File: src/design/jsu_pkg.sv
// Package for the JSON string unescaper: result kinds, decoder phases, byte codes.
// Also holds the hex digit and UTF-8 encoding functions.
// No dependencies.
package jsu_pkg;

  localparam logic [1:0] KIND_DATA = 2'd0;
  localparam logic [1:0] KIND_END  = 2'd1;
  localparam logic [1:0] KIND_ERR  = 2'd2;

  localparam logic [1:0] PH_NORMAL = 2'd0;
  localparam logic [1:0] PH_ESCAPE = 2'd1;
  localparam logic [1:0] PH_HEX    = 2'd2;

  localparam logic [7:0] CH_QUOTE   = 8'h22;
  localparam logic [7:0] CH_BSLASH  = 8'h5c;
  localparam logic [7:0] CH_SLASH   = 8'h2f;
  localparam logic [7:0] CH_LOW_B   = 8'h62;
  localparam logic [7:0] CH_LOW_F   = 8'h66;
  localparam logic [7:0] CH_LOW_N   = 8'h6e;
  localparam logic [7:0] CH_LOW_R   = 8'h72;
  localparam logic [7:0] CH_LOW_T   = 8'h74;
  localparam logic [7:0] CH_LOW_U   = 8'h75;
  localparam logic [7:0] CH_SPACE   = 8'h20;

  localparam logic [7:0] CODE_BS  = 8'h08;
  localparam logic [7:0] CODE_FF  = 8'h0c;
  localparam logic [7:0] CODE_LF  = 8'h0a;
  localparam logic [7:0] CODE_CR  = 8'h0d;
  localparam logic [7:0] CODE_TAB = 8'h09;

  localparam logic [15:0] HIGH_SURR_LO = 16'hd800;
  localparam logic [15:0] HIGH_SURR_HI = 16'hdbff;
  localparam logic [15:0] LOW_SURR_LO  = 16'hdc00;
  localparam logic [15:0] LOW_SURR_HI  = 16'hdfff;
  localparam logic [20:0] SUPP_BASE    = 21'h10000;

  typedef struct packed {
    logic       ok;
    logic [3:0] val;
  } hex_t;

  typedef struct packed {
    logic [2:0]      n;
    logic [3:0][7:0] b;
  } utf8_t;

  function automatic hex_t hex_value(input logic [7:0] c);
    hex_t h;
    h.ok  = 1'b1;
    h.val = 4'd0;
    if (c >= 8'h30 && c <= 8'h39) begin
      h.val = c[3:0];
    end else if ((c >= 8'h61 && c <= 8'h66) || (c >= 8'h41 && c <= 8'h46)) begin
      h.val = c[3:0] + 4'd9;
    end else begin
      h.ok = 1'b0;
    end
    return h;
  endfunction

  function automatic utf8_t utf8_encode(input logic [20:0] cp);
    utf8_t u;
    u.b = '0;
    if (cp < 21'h80) begin
      u.n    = 3'd1;
      u.b[0] = {1'b0, cp[6:0]};
    end else if (cp < 21'h800) begin
      u.n    = 3'd2;
      u.b[0] = {3'b110, cp[10:6]};
      u.b[1] = {2'b10, cp[5:0]};
    end else if (cp < 21'h10000) begin
      u.n    = 3'd3;
      u.b[0] = {4'b1110, cp[15:12]};
      u.b[1] = {2'b10, cp[11:6]};
      u.b[2] = {2'b10, cp[5:0]};
    end else begin
      u.n    = 3'd4;
      u.b[0] = {5'b11110, cp[20:18]};
      u.b[1] = {2'b10, cp[17:12]};
      u.b[2] = {2'b10, cp[11:6]};
      u.b[3] = {2'b10, cp[5:0]};
    end
    return u;
  endfunction

endpackage

File: src/design/json_string_unescape_utf8.sv
// JSON string body unescaper with UTF-8 output, top level.
// Holds the input register, the decoder state, and the result group register.
// Depends on jsu_pkg.
//
//   Channel | Handshake                   | Beat payload
//   in      | in_valid_i / in_stall_o     | data_byte_i, start_req_i
//   out     | out_valid_o / out_stall_i   | out_byte_o, kind_o, last_o
//
// A byte is decoded combinationally while it sits in the input register.
// Its zero to four results leave the group register one per cycle when not stalled,
// so one byte per cycle is kept up unless the output stalls or a byte yields several
// results. A byte that yields no result never waits for the group register.
// Reset clears the valid flags and the decoder state; the block is idle until a start.
module json_string_unescape_utf8 (
  input  logic       clk_i,
  input  logic       rst_ni,
  input  logic       in_valid_i,
  output logic       in_stall_o,
  input  logic [7:0] data_byte_i,
  input  logic       start_req_i,
  output logic       out_valid_o,
  input  logic       out_stall_i,
  output logic [7:0] out_byte_o,
  output logic [1:0] kind_o,
  output logic       last_o
);
  import jsu_pkg::*;

  logic            in_valid_q;
  logic [7:0]      in_byte_q;
  logic            in_start_q;

  logic [1:0]      phase_q, phase_d;
  logic [1:0]      hex_cnt_q, hex_cnt_d;
  logic [11:0]     hex_acc_q, hex_acc_d;
  logic [9:0]      pend_q, pend_d;
  logic            high_q, high_d;
  logic            active_q, active_d;

  logic            grp_valid_q;
  logic [3:0][7:0] grp_b_q;
  logic [2:0]      grp_cnt_q;
  logic [1:0]      grp_kind_q;

  logic [2:0]      res_n;
  logic [3:0][7:0] res_b;
  logic [1:0]      res_kind;

  hex_t            hv;
  utf8_t           enc;
  logic [15:0]     cp16;
  logic [20:0]     cp21;

  logic            out_take;
  logic            grp_free;
  logic            advance;
  logic            in_take;

  always_comb begin
    phase_d   = phase_q;
    hex_cnt_d = hex_cnt_q;
    hex_acc_d = hex_acc_q;
    pend_d    = pend_q;
    high_d    = high_q;
    active_d  = active_q;
    res_n     = 3'd0;
    res_b     = '0;
    res_kind  = KIND_DATA;
    hv        = hex_value(in_byte_q);
    cp16      = '0;
    cp21      = '0;
    enc       = '0;

    if (in_start_q) begin
      phase_d   = PH_NORMAL;
      hex_cnt_d = 2'd0;
      hex_acc_d = '0;
      pend_d    = '0;
      high_d    = 1'b0;
      active_d  = 1'b1;
    end

    if (active_d) begin
      if (phase_d == PH_ESCAPE) begin
        if (in_byte_q == CH_LOW_U) begin
          phase_d   = PH_HEX;
          hex_cnt_d = 2'd0;
          hex_acc_d = '0;
        end else if (high_d) begin
          res_n    = 3'd1;
          res_kind = KIND_ERR;
          active_d = 1'b0;
        end else begin
          phase_d = PH_NORMAL;
          res_n   = 3'd1;
          case (in_byte_q)
            CH_QUOTE:  res_b[0] = CH_QUOTE;
            CH_BSLASH: res_b[0] = CH_BSLASH;
            CH_SLASH:  res_b[0] = CH_SLASH;
            CH_LOW_B:  res_b[0] = CODE_BS;
            CH_LOW_F:  res_b[0] = CODE_FF;
            CH_LOW_N:  res_b[0] = CODE_LF;
            CH_LOW_R:  res_b[0] = CODE_CR;
            CH_LOW_T:  res_b[0] = CODE_TAB;
            default: begin
              res_kind = KIND_ERR;
              active_d = 1'b0;
            end
          endcase
        end
      end else if (phase_d == PH_HEX) begin
        if (!hv.ok) begin
          res_n    = 3'd1;
          res_kind = KIND_ERR;
          active_d = 1'b0;
        end else if (hex_cnt_d != 2'd3) begin
          hex_acc_d = {hex_acc_d[7:0], hv.val};
          hex_cnt_d = hex_cnt_d + 2'd1;
        end else begin
          cp16      = {hex_acc_d, hv.val};
          phase_d   = PH_NORMAL;
          hex_cnt_d = 2'd0;
          if (high_d) begin
            if (cp16 >= LOW_SURR_LO && cp16 <= LOW_SURR_HI) begin
              cp21   = {1'b0, pend_d, cp16[9:0]} + SUPP_BASE;
              enc    = utf8_encode(cp21);
              res_n  = enc.n;
              res_b  = enc.b;
              high_d = 1'b0;
              pend_d = '0;
            end else begin
              res_n    = 3'd1;
              res_kind = KIND_ERR;
              active_d = 1'b0;
            end
          end else if (cp16 >= HIGH_SURR_LO && cp16 <= HIGH_SURR_HI) begin
            pend_d = cp16[9:0];
            high_d = 1'b1;
          end else if (cp16 >= LOW_SURR_LO && cp16 <= LOW_SURR_HI) begin
            res_n    = 3'd1;
            res_kind = KIND_ERR;
            active_d = 1'b0;
          end else begin
            cp21  = {5'd0, cp16};
            enc   = utf8_encode(cp21);
            res_n = enc.n;
            res_b = enc.b;
          end
        end
      end else if (high_d) begin
        if (in_byte_q == CH_BSLASH) begin
          phase_d = PH_ESCAPE;
        end else begin
          res_n    = 3'd1;
          res_kind = KIND_ERR;
          active_d = 1'b0;
        end
      end else if (in_byte_q == CH_QUOTE) begin
        res_n    = 3'd1;
        res_kind = KIND_END;
        active_d = 1'b0;
      end else if (in_byte_q == CH_BSLASH) begin
        phase_d = PH_ESCAPE;
      end else if (in_byte_q < CH_SPACE) begin
        res_n    = 3'd1;
        res_kind = KIND_ERR;
        active_d = 1'b0;
      end else begin
        res_n    = 3'd1;
        res_b[0] = in_byte_q;
      end
    end
  end

  assign out_take   = grp_valid_q && !out_stall_i;
  assign grp_free   = !grp_valid_q || (out_take && grp_cnt_q == 3'd1);
  assign advance    = in_valid_q && (res_n == 3'd0 || grp_free);
  assign in_stall_o = in_valid_q && !advance;
  assign in_take    = in_valid_i && !in_stall_o;

  assign out_valid_o = grp_valid_q;
  assign out_byte_o  = grp_b_q[0];
  assign kind_o      = grp_kind_q;
  assign last_o      = (grp_cnt_q == 3'd1);

  always_ff @(posedge clk_i or negedge rst_ni) begin
    if (!rst_ni) begin
      in_valid_q <= 1'b0;
    end else if (in_take) begin
      in_valid_q <= 1'b1;
    end else if (advance) begin
      in_valid_q <= 1'b0;
    end
  end

  always_ff @(posedge clk_i) begin
    if (in_take) begin
      in_byte_q  <= data_byte_i;
      in_start_q <= start_req_i;
    end
  end

  always_ff @(posedge clk_i or negedge rst_ni) begin
    if (!rst_ni) begin
      phase_q   <= PH_NORMAL;
      hex_cnt_q <= 2'd0;
      hex_acc_q <= '0;
      pend_q    <= '0;
      high_q    <= 1'b0;
      active_q  <= 1'b0;
    end else if (advance) begin
      phase_q   <= phase_d;
      hex_cnt_q <= hex_cnt_d;
      hex_acc_q <= hex_acc_d;
      pend_q    <= pend_d;
      high_q    <= high_d;
      active_q  <= active_d;
    end
  end

  always_ff @(posedge clk_i or negedge rst_ni) begin
    if (!rst_ni) begin
      grp_valid_q <= 1'b0;
      grp_cnt_q   <= 3'd0;
    end else if (advance && res_n != 3'd0) begin
      grp_valid_q <= 1'b1;
      grp_cnt_q   <= res_n;
    end else if (out_take) begin
      grp_valid_q <= (grp_cnt_q != 3'd1);
      grp_cnt_q   <= grp_cnt_q - 3'd1;
    end
  end

  always_ff @(posedge clk_i) begin
    if (advance && res_n != 3'd0) begin
      grp_b_q    <= res_b;
      grp_kind_q <= res_kind;
    end else if (out_take) begin
      grp_b_q <= {8'h00, grp_b_q[3:1]};
    end
  end

  a_grp_count: assert property (@(posedge clk_i) disable iff (!rst_ni)
    grp_valid_q |-> (grp_cnt_q != 3'd0 && grp_cnt_q <= 3'd4))
    else $error("Result group holds an impossible count.");

  a_ctrl_single: assert property (@(posedge clk_i) disable iff (!rst_ni)
    (out_valid_o && kind_o != KIND_DATA) |-> (last_o && out_byte_o == 8'h00))
    else $error("End or error beat is not a single zero beat.");

  a_group_load: assert property (@(posedge clk_i) disable iff (!rst_ni)
    (advance && res_n != 3'd0) |=> (grp_valid_q && grp_cnt_q == $past(res_n)))
    else $error("Decoded results did not reach the group register.");

  a_idle_after_stop: assert property (@(posedge clk_i) disable iff (!rst_ni)
    (advance && res_n != 3'd0 && res_kind != KIND_DATA) |=> !active_q)
    else $error("Decoder stayed active after an end or error.");

endmodule
File: config.mk
export PLATFORM = sky130hd
export DESIGN_NAME = json_string_unescape_utf8
export DESIGN_NICKNAME = d
export VERILOG_FILES = /design/src/design/jsu_pkg.sv /design/src/design/json_string_unescape_utf8.sv
export SDC_FILE = /design/constraint.sdc
export NUM_CORES = 1
export LEC_CHECK = 0
export BUFFER_PORTS_ARGS = -buffer_cell sky130_fd_sc_hd__buf_4
export CAP_MARGIN = 0
export CORE_ASPECT_RATIO = 0.9
export CORE_MARGIN = 2
export CORE_UTILIZATION = 50
export DETAILED_ROUTE_END_ITERATION = 8
export PLACE_DENSITY = 0.67
export SKIP_LAST_GASP = 1
export SLEW_MARGIN = 20
export SYNTH_ARGS = -nofsm -noshare
export SYNTH_HDL_FRONTEND = slang
export SYNTH_SLANG_ARGS = --single-unit
File: constraint.sdc
create_clock -name clk_i -period 11.5 [get_ports clk_i]
set_input_delay 1.725 -clock clk_i [delete_from_list [all_inputs] [get_ports clk_i]]
set_output_delay 1.725 -clock clk_i [all_outputs]
set_load 0.02 [all_outputs]
==> run_results.csv <==
group,metric,value,unit
timing,period_needed,6.037,ns
synthesis,synthArstFlopShare,45.21,%
synthesis,synth-edff-count,40,
finish,antenna_cells,0,
synthesis,synthXorXnorAreaFrac,1.170,%
critical_path,cpPeakStageDelay,0.54,ns
critical_path,crit_buf_inv,4,
synthesis,synth_compound_area_share,28.99,%
routing,route.detailed.drc,0,
synthesis,synth_fa_ha_area_share,2.388,%
cts,clk_latency,0.35,ns
floorplanning,rows,35,
finish,area_delta_synth_final,8.309,%
grt,grt_use_total,30.79,%
synthesis,ys_seq_area_share,38.68,%
placement,dpl_worst_slack,5.839,ns
grt,grt_pass1_wl,26350,microns
pwr,powerDensity,223.8,mW/mm^2
synthesis,netlist-cell-type-count,78,
routing,met2_wirelength,7341,microns
timing,final_hold_viol_count,0,
critical_path,cp_data_arrival_time,4.31,ns
timing,min_period_over_period,52.50,%
cts,cts_buffers,9,
grt,grt_pass1_vias,4474,
finish,finalNonFillerCells,728,
timing,timing.slew.headroom,40.53,%
timing,finClkSkew,0.01142,ns
floorplanning,die_w,111.9,microns
timing,setup_viol,0,
placement,gp_congestion,0.9843,
critical_path,worstSetupEndpointType,"output pin",
critical_path,critPathKind,"reg2out",
synthesis,synth_top_family_by_area,"compound AO/OA/AOI/OAI gates",
flow_run,maxCapViolCount,0,
floorplanning,ioPinCount,26,
synthesis,avgSynthCellArea,8.676,sq um
finish,nets,617,
timing,tns,0,ns
finish,drive_gt1_share,12.35,%
grt,antenna_found_initial,2,
timing,fmax,165.6,MHz
routing,initialDrtViolationCount,604,
grt,grt_max_degree,50,
timing,setup_ws,5.463,ns
synthesis,synth_fp_nets,627,
timing,rsz0062_at_grt,"false",
timing,hold_slack,0.5148,ns
critical_path,path_cells,"buf_4 > inv_1 > nand2_1 > inv_1 > ha_1 > a211oi_1 > a32oi_1 > o311ai_0 > nor4_2 > or3_4 > a211oi_1 > buf_4",
placement,place_inst,712,
floorplanning,initial_core_util,51.36,%
pwr,p_leak,0.002167,uW
timing,tightestPinTransition,0.8887,ns
cts,cts.sinks,73,
critical_path,required,9.78,ns
synthesis,netlist_instances,604,
synthesis,ys.warnings.count,0,
routing,vias_per_cell,6.676,
finish,mostFrequentLayoutCell,"nand2_1",
placement,hpwl,12170,microns
synthesis,synth_area,0.005240,sq mm
floorplanning,die_h,101.1,microns
critical_path,crit_slowest_cell,"o311ai_0",
synthesis,synth-seq-cells,73,
placement,port_buffers,25,
grt,overflow,0,
routing,wl_per_cell,23.45,microns
synthesis,synth.area.mux_share,1.361,%
cts,clkSlewWorstSetupHoldPaths,0.06,ns
outcome,outcome,"complete, no violations",
routing,vias,4860,
critical_path,cp_max_fo,43,
cts,cts_buffer_depth,2,
routing,wl_met3,1633,microns
cts,cts_root_buf,"clkbuf_16",
synthesis,synthFlopType,"edfxtp_1",
synthesis,synthSimpleGateAreaFrac,20.34,%
finish,utilization,55.62,%
cts,cts-resized-gates,0,
timing,finalMaxSlewViolations,0,
floorplanning,core_area,0.01020,sq mm
floorplanning,fp.dieArea,0.01132,sq mm
cts,cts_tree,"done",
critical_path,cp-start-kind,"flop",
cts,h-tree-depth,3,
cts,ctsHoldBuffers,0,
pwr,vdd_drop_max,0.0001467,V
routing,ant_nets,0,
routing,routed.top_layer,"met5",
routing,wl_met1,7669,microns
routing,wirelength,17070,microns
cts,post_cts_buffers,0,
finish,fillers,936,
critical_path,cp_top_family,"compound AO/OA/AOI/OAI gates",
routing,dr.pass1.iters,5,
finish,final_cell_mix,"72 x nand2_1, 52 x nor2_1, 40 x a21oi_1, 40 x edfxtp_1",
worst_hold_path,hold_class,"reg2reg",
[logic make-up (layout without fill, tap and decap cells)]
group,count (synthesis),count (layout)
AND/OR/NAND/NOR,212,212
flip-flops,73,73
AO/OA/AOI/OAI,218,218
XOR/XNOR,7,7
buffers and inverters,77,72
adder cells (fa/ha/maj),10,10
multiplexers,7,7
[cells in the mapped netlist, types with 4 or more instances]
cell type / number / area share [%]
clkbuf_1: 28 / 2.0
o31ai_1: 16 / 2.3
o21ai_0: 33 / 3.2
xnor2_1: 5 / 0.84
or3_1: 4 / 0.48
nand2b_1: 7 / 0.84
a21oi_1: 40 / 3.8
nor2_1: 52 / 3.7
o21bai_1: 4 / 0.57
nor2b_1: 11 / 1.3
o21ai_2: 4 / 0.67
and3_1: 4 / 0.48
inv_1: 21 / 1.5
nor3_1: 15 / 1.4
o22ai_1: 6 / 0.72
buf_2: 8 / 0.76
a31oi_1: 10 / 1.2
edfxtp_1: 40 / 23
nor4_1: 4 / 0.48
mux2i_1: 6 / 1.1
nand3_1: 13 / 1.2
dfrtp_1: 33 / 16
buf_6: 4 / 0.86
buf_4: 11 / 1.6
a21o_1: 5 / 0.72
nand2_1: 72 / 5.2
a211oi_1: 14 / 2.0
o21ai_1: 17 / 1.6
a22o_1: 12 / 2.0
a22oi_1: 19 / 2.7
ha_1: 10 / 2.4
[per-layer routing]
metal / vias to the layer above / global-route usage [%]
li1: 2236 / -
met1: 2340 / 44.92
met2: 242 / 44.76
met3: 40 / 7.998
met4: 2 / 10.35
met5: - / 0
[cell type report]
class	instances	area, sq um	share of cell area, %
Sequential cell	73	2027	35.71
Tap cell	129	161.4	2.844
Inverter	23	86.33	1.521
Timing Repair Buffer	33	247.7	4.365
Clock buffer	9	225.2	3.968
Multi-Input combinational cell	454	2850	50.22
Clock inverter	7	77.57	1.367
[report_power, final]
group | switching (uW) | internal, uW
logic | 324 | 168
clock network | 120 | 170
registers | 94.2 | 394
total | 538 | 732
[worst min-delay path: cells and delay by family (launching register included)]
| kind | cells | cell delay [ns] |
|---|---|---|
| AO/OA/AOI/OAI | 1 | 0.05 |
| flip-flops | 1 | 0.32 |
| AND/OR/NAND/NOR | 1 | 0.04 |
[stage by stage]
step                      cell area [sq um]  power, uW
after floorplan                        5240      845.8
after global placement                 5373      966.3
after detailed placement               5373      976.8
after CTS                              5675       1267
after global routing                   5675       1340
final                                  5675       1270
[sequential cells by signal, summed over array words and instances, names as in the netlist, 3 cells and up]
name	cells
grp_b_q	21
grp_cnt_q	3
hex_acc_q	12
in_byte_q	8
out_byte_o	8
pend_q	10
[path summary, 6_finish.rpt]
| kind | start | endpoint | cells after the start | slack, ns |
|---|---|---|---|---|
| worst min register to register | grp_b_q[29]$_SDFFCE_PP0P_ | grp_b_q[21]$_DFFE_PP_ | 2 | 0.51 |
| max in group asynchronous | rst_ni | hex_cnt_q[0]$_DFFE_PN0N_ | 1 | 9.84 |
| min in group asynchronous | rst_ni | pend_q[1]$_DFFE_PN0N_ | 1 | 1.33 |
| worst min-delay path | grp_b_q[29]$_SDFFCE_PP0P_ | grp_b_q[21]$_DFFE_PP_ | 2 | 0.51 |
| worst max register to register | in_start_q$_DFFE_PP_ | grp_b_q[29]$_SDFFCE_PP0P_ | 15 | 6.63 |
| worst max-delay path | in_start_q$_DFFE_PP_ | in_stall_o | 12 | 5.46 |
Power figures use the tool's default switching activity.
